<file path="src/design/bvd_pkg.sv">
// ---------------------------------------------------------------------------
// bvd_pkg: shared types and constants of the batch vector distance engine
// Widths, metric and kind codes, controller states, datapath commands and the
// fixed-point constants of the reciprocal square root used by cosine mode.
// ---------------------------------------------------------------------------
package bvd_pkg;

  // Vector geometry and field widths.
  localparam int MAX_DIM      = 1024;
  localparam int ELEMENT_BITS = 16;
  localparam int POS_W        = $clog2(MAX_DIM);
  localparam int LEN_W        = 11;
  localparam int METRIC_W     = 2;
  localparam int CFG_IDX_W    = 1;
  localparam int CFG_DATA_W   = 11;
  localparam int DIST_W       = 43;

  // Accumulator and product widths.
  localparam int ACC_W   = 44;
  localparam int PROD_W  = 2 * (ELEMENT_BITS + 1);
  localparam int NPROD_W = 2 * ELEMENT_BITS;

  // Cosine path widths.
  localparam int EH_W   = 5;
  localparam int S_W    = 6;
  localparam int U_W    = 32;
  localparam int Y0_W   = 30;
  localparam int Y1_W   = 31;
  localparam int MT_W   = 62;
  localparam int AL_W   = 24;
  localparam int AH_W   = ACC_W - AL_W;
  localparam int PLO_W  = AL_W + Y1_W;
  localparam int PHI_W  = AH_W + Y1_W;
  localparam int PSUM_W = ACC_W + Y1_W + 1;
  localparam int Q_W    = 45;
  localparam int CD_W   = Q_W + 2;

  // Metric codes; any other code behaves as squared L2.
  localparam logic [METRIC_W-1:0] METRIC_L2  = 2'd0;
  localparam logic [METRIC_W-1:0] METRIC_DOT = 2'd1;
  localparam logic [METRIC_W-1:0] METRIC_COS = 2'd2;

  // Input item kinds.
  localparam logic KIND_QUERY  = 1'b0;
  localparam logic KIND_TARGET = 1'b1;

  // Configuration register indexes.
  localparam logic [CFG_IDX_W-1:0] CFG_METRIC = 1'b0;
  localparam logic [CFG_IDX_W-1:0] CFG_LENGTH = 1'b1;

  localparam logic [METRIC_W-1:0] METRIC_RESET = METRIC_L2;
  localparam logic [LEN_W-1:0]    LEN_RESET    = LEN_W'(MAX_DIM);
  localparam logic [LEN_W-1:0]    LEN_MAX      = LEN_W'(MAX_DIM);

  // Result range, Q.30.
  localparam logic signed [DIST_W-1:0] ONE_Q30  = DIST_W'(64'd1 << 30);
  localparam logic signed [DIST_W-1:0] DIST_MAX = {1'b0, {(DIST_W-1){1'b1}}};
  localparam logic signed [DIST_W-1:0] DIST_MIN = {1'b1, {(DIST_W-1){1'b0}}};

  // Reciprocal square root seeds (Q.30) and their squares, shifted back to Q.30.
  localparam logic [Y0_W-1:0] SEED_LOW    = 30'd889516852;
  localparam logic [Y0_W-1:0] SEED_HIGH   = 30'd628983398;
  localparam logic [63:0]     T_LOW_FULL  = (64'(SEED_LOW) * 64'(SEED_LOW)) >> 30;
  localparam logic [63:0]     T_HIGH_FULL = (64'(SEED_HIGH) * 64'(SEED_HIGH)) >> 30;
  localparam logic [Y0_W-1:0] T_LOW       = T_LOW_FULL[Y0_W-1:0];
  localparam logic [Y0_W-1:0] T_HIGH      = T_HIGH_FULL[Y0_W-1:0];
  localparam logic [U_W-1:0]  THREE_Q30   = 32'hC000_0000;

  localparam logic [EH_W-1:0] EH_START = 5'd15;
  localparam logic [S_W-1:0]  S_BASE   = 6'd15;
  localparam logic [Q_W-1:0]  Q_CAP    = {1'b1, {(Q_W-1){1'b0}}};

  // Controller states.
  typedef enum logic [3:0] {
    ST_RUN,
    ST_WAIT,
    ST_SELECT,
    ST_NORM,
    ST_U,
    ST_Y1,
    ST_LO,
    ST_HI,
    ST_SUM,
    ST_SHIFT,
    ST_DIST,
    ST_EMIT
  } state_t;

  // Finalize operations issued to the datapath.
  typedef enum logic [3:0] {
    OP_NONE,
    OP_SELECT,
    OP_NORM,
    OP_U,
    OP_Y1,
    OP_LO,
    OP_HI,
    OP_SUM,
    OP_SHIFT,
    OP_DIST
  } op_t;

  typedef struct packed {
    logic                accept;
    logic [POS_W-1:0]    pos;
    logic                last;
    logic [METRIC_W-1:0] metric;
    op_t                 op;
    logic                out_load;
  } dp_cmd_t;

  typedef struct packed {
    logic sums_valid;
    logic fin_cosine;
    logic norm_zero;
    logic norm_done;
  } dp_status_t;

endpackage

</file>
<file path="src/design/bvd_ctrl.sv">
// ---------------------------------------------------------------------------
// bvd_ctrl: controller of the batch vector distance engine
// Holds the configuration registers and the element position, accepts input
// transactions, sequences the finalize steps and owns the result valid flag.
// ---------------------------------------------------------------------------
module bvd_ctrl (
  input  logic                          clk,
  input  logic                          rst_n,
  input  logic                          in_valid,
  input  logic                          in_kind,
  output logic                          in_ready,
  output logic                          out_valid,
  input  logic                          out_ready,
  input  logic                          cfg_we,
  input  logic [bvd_pkg::CFG_IDX_W-1:0]  cfg_index,
  input  logic [bvd_pkg::CFG_DATA_W-1:0] cfg_wdata,
  output bvd_pkg::dp_cmd_t              cmd,
  input  bvd_pkg::dp_status_t           status
);
  import bvd_pkg::*;

  state_t              state_r, state_nxt;
  logic [POS_W-1:0]    pos_r;
  logic [METRIC_W-1:0] metric_r;
  logic [LEN_W-1:0]    len_r;
  logic                out_valid_r;

  logic [LEN_W-1:0]    len_eff;
  logic [LEN_W-1:0]    pos_inc;
  logic                last;
  logic                accept;
  logic                out_load;
  op_t                 op;

  // Effective vector length: zero acts as one, long values clip to the store.
  always_comb begin
    if (len_r == '0) begin
      len_eff = LEN_W'(1);
    end else if (len_r > LEN_MAX) begin
      len_eff = LEN_MAX;
    end else begin
      len_eff = len_r;
    end
  end

  assign pos_inc  = LEN_W'(pos_r) + LEN_W'(1);
  assign last     = (pos_inc >= len_eff);
  assign in_ready = (state_r == ST_RUN);
  assign accept   = in_valid && in_ready;

  // Configuration registers, written at any time through the plain port.
  always_ff @(posedge clk) begin
    if (!rst_n) begin
      metric_r <= METRIC_RESET;
      len_r    <= LEN_RESET;
    end else if (cfg_we) begin
      case (cfg_index)
        CFG_METRIC: metric_r <= cfg_wdata[METRIC_W-1:0];
        CFG_LENGTH: len_r    <= cfg_wdata[LEN_W-1:0];
        default: ;
      endcase
    end
  end

  // Element position shared by query loads and target elements.
  always_ff @(posedge clk) begin
    if (!rst_n) begin
      pos_r <= '0;
    end else if (accept) begin
      pos_r <= last ? '0 : pos_inc[POS_W-1:0];
    end
  end

  // State register.
  always_ff @(posedge clk) begin
    if (!rst_n) begin
      state_r <= ST_RUN;
    end else begin
      state_r <= state_nxt;
    end
  end

  // Next state and datapath operation.
  always_comb begin
    state_nxt = state_r;
    op        = OP_NONE;
    out_load  = 1'b0;
    case (state_r)
      ST_RUN: begin
        if (accept && in_kind == KIND_TARGET && last) begin
          state_nxt = ST_WAIT;
        end
      end
      ST_WAIT: begin
        if (status.sums_valid) begin
          state_nxt = ST_SELECT;
        end
      end
      ST_SELECT: begin
        op        = OP_SELECT;
        state_nxt = (status.fin_cosine && !status.norm_zero) ? ST_NORM : ST_EMIT;
      end
      ST_NORM: begin
        op = OP_NORM;
        if (status.norm_done) begin
          state_nxt = ST_U;
        end
      end
      ST_U: begin
        op        = OP_U;
        state_nxt = ST_Y1;
      end
      ST_Y1: begin
        op        = OP_Y1;
        state_nxt = ST_LO;
      end
      ST_LO: begin
        op        = OP_LO;
        state_nxt = ST_HI;
      end
      ST_HI: begin
        op        = OP_HI;
        state_nxt = ST_SUM;
      end
      ST_SUM: begin
        op        = OP_SUM;
        state_nxt = ST_SHIFT;
      end
      ST_SHIFT: begin
        op        = OP_SHIFT;
        state_nxt = ST_DIST;
      end
      ST_DIST: begin
        op        = OP_DIST;
        state_nxt = ST_EMIT;
      end
      ST_EMIT: begin
        out_load = !out_valid_r || out_ready;
        if (out_load) begin
          state_nxt = ST_RUN;
        end
      end
      default: begin
        state_nxt = ST_RUN;
      end
    endcase
  end

  // Result valid flag in front of the output register.
  always_ff @(posedge clk) begin
    if (!rst_n) begin
      out_valid_r <= 1'b0;
    end else if (out_load) begin
      out_valid_r <= 1'b1;
    end else if (out_ready) begin
      out_valid_r <= 1'b0;
    end
  end

  assign out_valid = out_valid_r;

  always_comb begin
    cmd.accept   = accept;
    cmd.pos      = pos_r;
    cmd.last     = last;
    cmd.metric   = metric_r;
    cmd.op       = op;
    cmd.out_load = out_load;
  end

endmodule

</file>
<file path="config.mk">
export PLATFORM = sky130hd
export DESIGN_NAME = bvd_ctrl
export DESIGN_NICKNAME = d
export VERILOG_FILES = /design/src/design/bvd_pkg.sv /design/src/design/bvd_ctrl.sv
export SDC_FILE = /design/constraint.sdc
export NUM_CORES = 1
export LEC_CHECK = 0
export BUFFER_PORTS_ARGS = -buffer_cell sky130_fd_sc_hd__buf_2
export CAP_MARGIN = 20
export CORE_MARGIN = 2
export CORE_UTILIZATION = 50
export CTS_BUF_LIST = sky130_fd_sc_hd__clkbuf_8
export DETAILED_ROUTE_END_ITERATION = 12
export PLACE_DENSITY_LB_ADDON = 0.15
export RECOVER_POWER = 100
export SYNTH_ARGS = -nofsm -noshare
export SYNTH_HDL_FRONTEND = slang
export SYNTH_SLANG_ARGS = --single-unit
export TNS_END_PERCENT = 30
</file>
<file path="constraint.sdc">
create_clock -name clk -period 2.5 [get_ports clk]
set_input_delay 0.375 -clock clk [delete_from_list [all_inputs] [get_ports clk]]
set_output_delay 0.375 -clock clk [all_outputs]
set_load 0.05 [all_outputs]
</file>
==> results.md, run 1 <==
- Die ar.: just over 4000 um2
- Worst Slack Setup Final: -0.177 ns
- Yosys synthesis warning count: 0
- Hold Crit Endpoint: len_r[10]
- Layout cells sized above 1: 31.1%
- Hold Crit Start: cfg_wdata[10]
- Synth Area in XOR/XNOR: 4.37%
- Diode count: 0
- Initial Utilization: between 50 and 60%
- Cells after Synth: about 230
- Peak VDD IR: 0.000337 V
- Post-route ant nets: 0
- Portion of netlist area occupied by mux cells: 1.11%
- FMAX: between 300 and 400 MHz
- Gr usage total: 21.0%
- Drt initial violations: 49
- CTS tree: yes
- Io pins: 43
- Sequential fraction of the synthesis area: a little under a third
- Critical R2R Capture: state_r[0]
- Final setup vio count: 1
- Power per cell area: 535 nW/um2
- Inst Count DP: 304
- Synth async-reset ratio: 0%
- CTS Sinks: 28
- Rows: 21
- CTS Buffer Depth: 2
- Worst EP required: roughly 2.1 ns
- Final core occ: 67.2%
- Compound-Gate Fraction of Synth Area: 16.4%
- Initial antenna violation count: 0
- Predominant post-synthesis flop cell: dfxtp_1
- Commonest cells after routing, fill and taps aside: 47 x nand2_1, 37 x buf_2, 20 x dfxtp_1
- Area delta synth->final: 26.3%
- Post-Route WL: around 4200 um
- Library cells used by synthesis: 45
- GPL Wtd Cong: 0.800
- Die Span Y: between 60 and 70 um
- First-pass GRT wire length: 6910 um
- Number of synthesized flops with an enable pin: 0
- Simple-gate portion of the synthesized area: 33.2%
- Slew @ Worst Pin: 0.599 ns
- Via/cell ratio: 5.31
- Violated checks: setup timing
- Post-Syn Area per Cell: 7.94 um2
- LEAKAGE: 0.972 nW
- RSZ-0062 raised after global routing: true
- Largest family of logic cells by synthesized area: simple AND/OR/NAND/NOR gates
- Synth Area in Adders: 8.33%
- Total power: 1.22 mW
- Flop-to-flop setup slack: 0.09 ns
- Hold crit path type: in -> reg
- Tcrit/Tclk final: 107%
- Min Clock Period, post-route: between 2 and 3 ns
- Worst-path fanout max: 5
- R2R cell count: 11
- Critical path startpoint: pos_r[1]
- Final Hold Viols: 0
- Final Max Tran Viols: 0
- Non-filler cells, final: 319
- Largest net degree at the start of global routing: 35
- Core footprint: 3390 um2
- CTS Buf Count: 3
- CP Capture Type: output port
- Vias: 1693
- Vias in the first global route: 1456
- Relative slew margins: 60.2%
- Worst-path clk slew: 0.10 ns
- Worst reg2reg path startpoint: pos_r[1]
- Max-cap viol count: 0
- IO Port Bufs: 42
- Outcome: finished with violations
- Drt pass-1 iters: 4
- GRT Residual Overflow: 0
- CTS Root Cell: clkbuf_8
- Worst setup path class: reg -> out
- Post-synthesis cell area: 1800 um2
- Post-CTS Hold Buffers: 0
- Post-DP HPWL: 2850 um
- Average routed wire per standard cell: 13.2 um
- Die Width: 64.1 um
- Critical path arrival: between 2 and 2.5 ns
- H-Tree Depth: 1
- Net count after synthesis: 261
- CP Launch Type: flop
- Residual DRC: 0
- Hold depth: 3
- Worst-Skew Late Latency: 0.28 ns
- Final nets: 308
- Yosys reg bits: 28
- Most common cell after layout, fill and taps aside: nand2_1
- Worst Clk Skew: 0.00877 ns
==> through the flow <==
step | cell area (um2) | setup slack [ns] | hold slack, ns | setup TNS [ns]
2_1_floorplan | 1860 | -0.0518 | 0.443 | -0.0518
3_3_place_gp | 2060 | 0.0860 | 0.464 | 0
3_5_place_dp | 2060 | 0.0487 | 0.471 | 0
4_1_cts | 2190 | -0.136 | 0.329 | -0.136
5_1_grt | 2280 | -0.252 | 0.325 | -0.303
6_report | 2280 | -0.177 | 0.324 | -0.177
==> cell usage after synthesis, drive strengths merged (4+ instances only) <==
library cell | count | area [um2]
nor2b | 6 | 37.5
a21boi | 15 | 113
xnor2 | 6 | 52.6
a21oi | 8 | 40.0
clkbuf | 7 | 26.3
o21ai | 12 | 60.1
nand2b | 5 | 31.3
nor3b | 4 | 30.0
nand2 | 48 | 183
dfxtp | 28 | 561
nor3 | 5 | 35.0
inv | 5 | 18.8
nand3 | 16 | 97.6
ha | 12 | 150
nor2 | 9 | 36.3
and2 | 4 | 25.0
and3 | 5 | 41.3
buf | 7 | 55.1
==> sequential cells by signal, indices dropped and copies added (netlist names) <==
signal / cells
state_r: 4
metric_r: 2
len_r: 11
pos_r: 10
out_valid: 1
==> metal layers <==
metal	GRT usage, %	part of all wire, %	vias up
li1	-	-	879
met1	28.8	47	765
met2	32.4	48	42
met3	3.52	3.3	7
met4	8.42	1.4	0
met5	0	0	-
==> area by class of cell <==
cell class / instances / area (um2)
Clock buffer: 3 / 41.3
Inverter: 5 / 18.8
Tap cell: 46 / 57.6
Sequential cell: 28 / 586
Fill cell: 298 / 1110
Multi-Input combinational cell: 180 / 1220
Clock inverter: 1 / 30.0
Timing Repair Buffer: 56 / 320
==> where the power goes <==
group / total, mW / switching [mW] / internal, mW
clock: 0.361 / 0.147 / 0.215
sequential: 0.505 / 0.0392 / 0.466
combinational: 0.353 / 0.223 / 0.129
total: 1.22 / 0.409 / 0.810
==> critical path: stages (launching register included) <==
cell and delay, ns:
dfxtp_4 0.39, ha_4 0.18, buf_4 0.14, buf_4 0.13
xor2_2 0.14, ha_1 0.33, a21oi_2 0.16, a211oi_2 0.09
nor3_2 0.21, inv_2 0.08, buf_8 0.15
==> cell families after synthesis <==
logic type,count (synthesis)
AO/OA/AOI/OAI,46
XOR/XNOR,9
adder cells (fa/ha/maj),12
buffers and inverters,19
flip-flops,28
multiplexers,2
AND/OR/NAND/NOR,111
==> repair_timing <==
item | CTS | global route
resized for setup | 4 | 9
pin swaps | 3 | 6
setup buffers | 5 | 6
setup endpoints to repair | 1 | 3
==> worst max-delay path by stage <==
| stage | to | slack (ns) | cells after the start |
|---|---|---|---|
| after global routing | cmd[7] | -0.25 | 10 |
| final | cmd[7] | -0.18 | 10 |
| after detailed placement | state_r[0] | 0.05 | 11 |
| after CTS | cmd[7] | -0.14 | 10 |
| after floorplan | cmd[7] | -0.05 | 11 |
| after global placement | cmd[7] | 0.09 | 10 |
Note: power is estimated with default switching activity, not from simulation.
==> run 2, diff against run 1 <==
--- a/config.mk
+++ b/config.mk
@@ -5,14 +5,15 @@
 export SDC_FILE = /design/constraint.sdc
 export NUM_CORES = 1
 export LEC_CHECK = 0
-export BUFFER_PORTS_ARGS = -buffer_cell sky130_fd_sc_hd__buf_2
 export CAP_MARGIN = 20
 export CORE_MARGIN = 2
-export CORE_UTILIZATION = 50
+export CORE_UTILIZATION = 59
 export CTS_BUF_LIST = sky130_fd_sc_hd__clkbuf_8
 export DETAILED_ROUTE_END_ITERATION = 12
+export DONT_BUFFER_PORTS = 1
 export PLACE_DENSITY_LB_ADDON = 0.15
 export RECOVER_POWER = 100
+export REMOVE_ABC_BUFFERS = 1
 export SYNTH_ARGS = -nofsm -noshare
 export SYNTH_HDL_FRONTEND = slang
 export SYNTH_SLANG_ARGS = --single-unit
==> run 2 against run 1 <==
  * The flow still finishes with violations (setup timing)
  * Critical endpoint unchanged
  * Sequential power rose by 2%
  * Largest cell class unchanged
  * Power shrank 8.6%
  * First-iteration DRC count is 94% higher
  * Worst hold slack got worse by 0.13 ns
  * Via count down 5.6%
  * Combinational power down 9.3%
  * Sequential share of layout area increased by 1.7 points
  * Critical path depth is 1 higher
  * Final area decreased by 8.5%
  * Cell count fell by 14%
==> results.md, run 2 (synthesis gave the netlist of run 1 again) <==
- Final Max Tran Viols: 0
- Seq pwr share: 46.0%
- Worst EP required: 2.12 ns
- Setup TNS: -0.0924 ns
- H-Tree Depth: 1
- Final nets: 277
- Critical path arrival: 2.22 ns
- GPL Wtd Cong: 0.847
- Worst-Skew Late Latency: 0.27 ns
- CP Launch Type: flop
- Cell internal pwr: 0.728 mW
- LEAKAGE: 0.829 nW
- CTS tree: yes
- Switching portion of total power: 34.6%
- IO Port Bufs: 0
- Worst-path fanout max: 4
- R2R cell count: 12
- Most common cell after layout, fill and taps aside: nand2_1
- Final setup vio count: 1
- Area delta synth->final: 15.5%
- CP max-delay cell: dfxtp_4
- FMAX: 386 MHz
- RSZ-0062 raised after global routing: true
- Worst Hold Slack: 0.193 ns
- Violated checks: setup timing
- Post-CTS Hold Buffers: 0
- CTS Sinks: 28
- Initial antenna violation count: 0
- Min Clock Period, post-route: 2.59 ns
- Hold depth: 1
- CP Capture Type: output port
- Layout cells sized above 1: 17.4%
- Vias: 1599
- Die Width: between 50 and 60 um
- Outcome: finished with violations
- Slew @ Worst Pin: 0.695 ns
- Power per cell area: 535 nW/um2
- Post-route ant nets: 0
- CTS Buf Count: 3
- Largest net degree at the start of global routing: 35
- Worst-path cell chain: ha_4, buf_6, nand3_4, xnor2_2, ha_1, a21o_1, nand3_1, a21oi_1, nor3_2, inv_1, buf_6
- Average routed wire per standard cell: 14.1 um
- Worst Slack Setup Final: -0.0924 ns
- Place WS: 0.0530 ns
- Commonest cells after routing, fill and taps aside: 48 x nand2_1, 23 x dfxtp_1, 14 x a21boi_0, 13 x nand3_1
- Worst-path clk slew: 0.10 ns
- Die ar.: roughly 3500 um2
- NetSw: 0.386 mW
- Final Hold Viols: 0
- Tcrit/Tclk final: 104%
- Non-filler cells, final: 275
- Finished Cell Area: roughly 2100 um2
- Post-Route WL: between 3000 and 4000 um
- Io pins: 43
- Drt initial violations: 95
- Core footprint: slightly below 3000 um2
- GRT Residual Overflow: 0
- CTS Buffer Depth: 2
- Diode count: 0
- CTS Root Cell: clkbuf_8
- Initial Utilization: 60.5%
- Residual DRC: 0
- CP dominant cell by count: buf_6
- Placed cell areas: 1950 um2
- Worst Clk Skew: 0.00481 ns
- Register bank with the most flops: len_r
- Max-cap viol count: 0
- Peak VDD IR: 0.000332 V
- Die Span Y: 59.3 um
- Gr usage total: 24.3%
- Inst Count DP: between 200 and 300
- Worst setup path class: reg -> out
- Drt pass-1 iters: 5
- Comb power frac: 28.7%
- Via/cell ratio: 5.81
- Hold crit path type: in -> reg
- Max reg flops: 11
- Post-DP HPWL: 2930 um
- Vias in the first global route: 1539
- Rows: 20
- CP max stage delay: 0.38 ns
- First-pass GRT wire length: approximately 6600 um
- Biggest regs: len_r: 11 flops, pos_r: 10 flops, state_r: 4 flops
- Relative slew margins: between 50% and 60%
- Clock power frac: 25.3%
## run 2: metal layers
metal / global-route usage [%] / wire (um)
met2: 39.9 / 1870
met5: 0 / 0
met3: 3.28 / 175
met1: 32.8 / 1780
met4: 8.12 / 53
## run 2: final timing paths
| check | from | endpoint | slack [ns] |
|---|---|---|---|
| max reg2reg | pos_r[1] | state_r[0] | 0.18 |
| min | rst_n | len_r[10] | 0.19 |
| max | pos_r[1] | cmd[7] | -0.09 |
| min reg2reg | len_r[0] | len_r[0] | 0.48 |
## run 2: through the flow
| step | total power [mW] | utilization (%) |
|---|---|---|
| 3_3_place_gp | 0.821 | 65.6 |
| 5_1_grt | 1.17 | 70.0 |
| 3_5_place_dp | 0.832 | 65.6 |
| 4_1_cts | 1.13 | 70.9 |
| 2_1_floorplan | 0.734 | - |
| 6_report | 1.11 | 70.0 |
## run 2: timing repair
| action | CTS | global route |
|---|---|---|
| endpoints found under the setup margin | 1 | 3 |
| cloned | 0 | 0 |
| hold endpoints to repair | 0 | 0 |
| pin swaps | 10 | 0 |
| setup buffers | 2 | 0 |
| resized for setup | 20 | 2 |
## run 2: final cells by class
cell class,count,area (um2)
Inverter,5,18.8
Fill cell,258,895
Multi-Input combinational cell,180,1220
Timing Repair Buffer,25,174
Clock buffer,4,55.1
Sequential cell,28,572
Tap cell,33,41.3
## run 2: critical path, delay by kind of cell (launching register included)
kind,cells,cell delay [ns]
AOI/OAI and AO/OA,2,0.23
xor gates and xnor gates,1,0.19
adders and majority gates,2,0.42
buffers and inverters,3,0.36
DFF,1,0.38
and+or+nand+nor,3,0.35
## run 2: power groups by stage
stage	registers, mW	clock network [mW]	logic [mW]
after floorplan	0.534	0	0.200
after global placement	0.515	0	0.306
after detailed placement	0.517	0	0.315
after CTS	0.511	0.289	0.331
after global routing	0.518	0.306	0.346
final	0.513	0.282	0.320
==> run 3, diff against run 2 <==
--- a/config.mk
+++ b/config.mk
@@ -5,16 +5,15 @@
 export SDC_FILE = /design/constraint.sdc
 export NUM_CORES = 1
 export LEC_CHECK = 0
-export CAP_MARGIN = 20
 export CORE_MARGIN = 2
 export CORE_UTILIZATION = 59
 export CTS_BUF_LIST = sky130_fd_sc_hd__clkbuf_8
 export DETAILED_ROUTE_END_ITERATION = 12
 export DONT_BUFFER_PORTS = 1
-export PLACE_DENSITY_LB_ADDON = 0.15
+export PLACE_DENSITY = 0.75
 export RECOVER_POWER = 100
 export REMOVE_ABC_BUFFERS = 1
 export SYNTH_ARGS = -nofsm -noshare
 export SYNTH_HDL_FRONTEND = slang
 export SYNTH_SLANG_ARGS = --single-unit
-export TNS_END_PERCENT = 30
+export TNS_END_PERCENT = 5
==> run 3 against run 2 <==
  * The run still ends with setup timing left
  * Fmax is 1.5% lower
  * Worst hold slack better by 0.0041 ns
  * Setup slack lost 0.039 ns
  * Cell count rose by 0.73%
  * Flip-flop and latch count did not move
  * Largest cell class unchanged
==> results.md, run 3 (synthesis gave the netlist of run 1 again) <==
- Outcome: finished with violations
- Violated checks: setup timing
- CTS Sinks: 28
- Layout cells sized above 1: 18.4%
- Final Hold Viols: 0
- Tcrit/Tclk final: 105%
- Gr usage total: 24.2%
- First-pass GRT wire length: 6560 um
- Hold crit path type: in -> reg
- Drt pass-1 iters: 4
- Critical path arrival: 2.26 ns
- CP max stage delay: 0.34 ns
- Met2 wire length: 1920 um
- H-Tree Depth: 1
- Average routed wire per standard cell: 14.3 um
- Final Max Tran Viols: 0
- Place WS: 0.0314 ns
- Most common cell after layout, fill and taps aside: nand2_1
- Biggest regs: len_r: 11 flops, pos_r: 10 flops, state_r: 4 flops
- Slew @ Worst Pin: 0.696 ns
- Relative slew margins: 53.6%
- Min Clock Period, post-route: approximately 2.6 ns
- # fillers: 247
- Initial antenna violation count: 0
- Vias: 1640
- Max reg flops: 11
- Rows: 20
- Post-Route WL: ~4000 um
- Diode count: 0
- Post-DP HPWL: 2850 um
- Buf+Inv Stages, Crit Path: 2
- Commonest cells after routing, fill and taps aside: 48 x nand2_1, 24 x dfxtp_1, 14 x a21boi_0, 13 x nand3_1, 12 x buf_4
- Die ar.: 3510 um2
- GPL Wtd Cong: 0.839
- Area delta synth->final: 16.4%
- Worst-path cell chain: and3_4, nand3_4, nor2_4, and3_1, ha_1, a21oi_1, o21ai_2, nor3_2, inv_1, buf_6
- Peak VDD IR: 0.000327 V
- Die Span Y: 59.3 um
- Worst Slack Setup Final: -0.132 ns
- Routed length on met3: 201 um
- Worst EP required: between 2 and 2.5 ns
- Core footprint: 2980 um2
- Residual DRC: 0
- CP Capture Type: output port
- RSZ-0062 raised after global routing: true
- Vias in the first global route: around 1500
- Io pins: 43
- Multi-input gate area: 1220 um2
- Final nets: 279
- Final setup vio count: 1
- Post-route ant nets: 0
- Die Width: approximately 59 um
- Max-cap viol count: 0
- CTS Buffer Depth: 2
- LEAKAGE: 0.856 nW
- CP Launch Type: flop
- Worst-path fanout max: 4
- Worst-Skew Late Latency: 0.28 ns
- CP max-delay cell: dfxtp_2
- FMAX: 380 MHz
- IO Port Bufs: 0
- Power per cell area: 526 nW/um2
- Worst Clk Skew: around 0.0094 ns
- CP delay by family, top: simple AND/OR/NAND/NOR gates
- CTS tree: yes
- Worst setup path class: reg -> out
- CTS Buf Count: 3
- Via/cell ratio: roughly 5.9
- Largest net degree at the start of global routing: 35
- CTS Root Cell: clkbuf_8
- Drt initial violations: 109
- Initial Utilization: 60.5%
- GRT Residual Overflow: 0
- DRT met1 WL: between 1500 and 2000 um
- Setup TNS: -0.132 ns
- Register bank with the most flops: len_r
- Top sig layer: met4
- Worst-path clk slew: 0.09 ns
- Register area: ~570 um2
==> run 3: cell types whose count changed in the layout (fill, tap and decap cells not counted), moves of 2 or more <==
cell / previous run / this run
nor4_1: 0 / 2
o21ai_0: 10 / 8
nor4_2: 2 / 0
dfxtp_4: 2 / 0
buf_6: 3 / 5
==> run 3: final timing paths <==
path / from / end / slack (ns) / cells past startpoint
worst min register to register: len_r[0] / len_r[0] / 0.48 / 2
worst min-delay path: rst_n / len_r[10] / 0.20 / 1
worst max-delay path: pos_r[3] / cmd[7] / -0.13 / 10
worst max register to register: pos_r[3] / state_r[0] / 0.13 / 11
==> run 3: layout make-up <==
type,count,share of cell area (%)
Timing Repair Buffer,27,9.54
Tap cell,33,1.97
Clock buffer,4,2.62
Sequential cell,28,27.0
Multi-Input combinational cell,180,58.0
Inverter,5,0.894
==> run 3: timing repair <==
item | in CTS | in global routing
hold buffers | 0 | 0
gates resized for setup | 19 | 3
setup endpoints to repair | 1 | 3
pin swaps | 7 | 6
setup buffers | 2 | 1
==> run 3: where the power goes <==
part           total, mW  internal, mW  switching (mW)  leakage, nW
combinational      0.313         0.115           0.198        0.598
clock              0.279         0.141           0.138       0.0288
sequential         0.512         0.470          0.0425        0.230
==> run 3: routing by layer <==
layer | vias to the layer above | track usage [%]
met4 | 0 | 7.14
met3 | 4 | 4.59
li1 | 822 | -
met2 | 46 | 40.3
met1 | 768 | 31.7
met5 | - | 0
==> run 3: through the flow <==
stage               utilization, %  std cells  hold slack [ns]  instance area (um2)  power (mW)
floorplan                        -        213            0.443                 1720       0.734
global placement              65.8        270            0.452                 1960       0.820
detailed placement            65.8        270            0.465                 1960       0.828
CTS                           71.2        276            0.192                 2120        1.12
global route                  70.5        277            0.208                 2100        1.16
finish                        70.5        277            0.197                 2100        1.10
==> run 3: worst reg2reg max path: stages, from the launching register on <==
cell and delay [ns]:
dfxtp_2 0.34, and3_4 0.22, nand3_4 0.10, nor2_4 0.17
and3_1 0.18, ha_1 0.26, a21oi_1 0.19, o21ai_2 0.08
nor3_2 0.21, buf_4 0.23, o21ai_0 0.09, and3_1 0.21
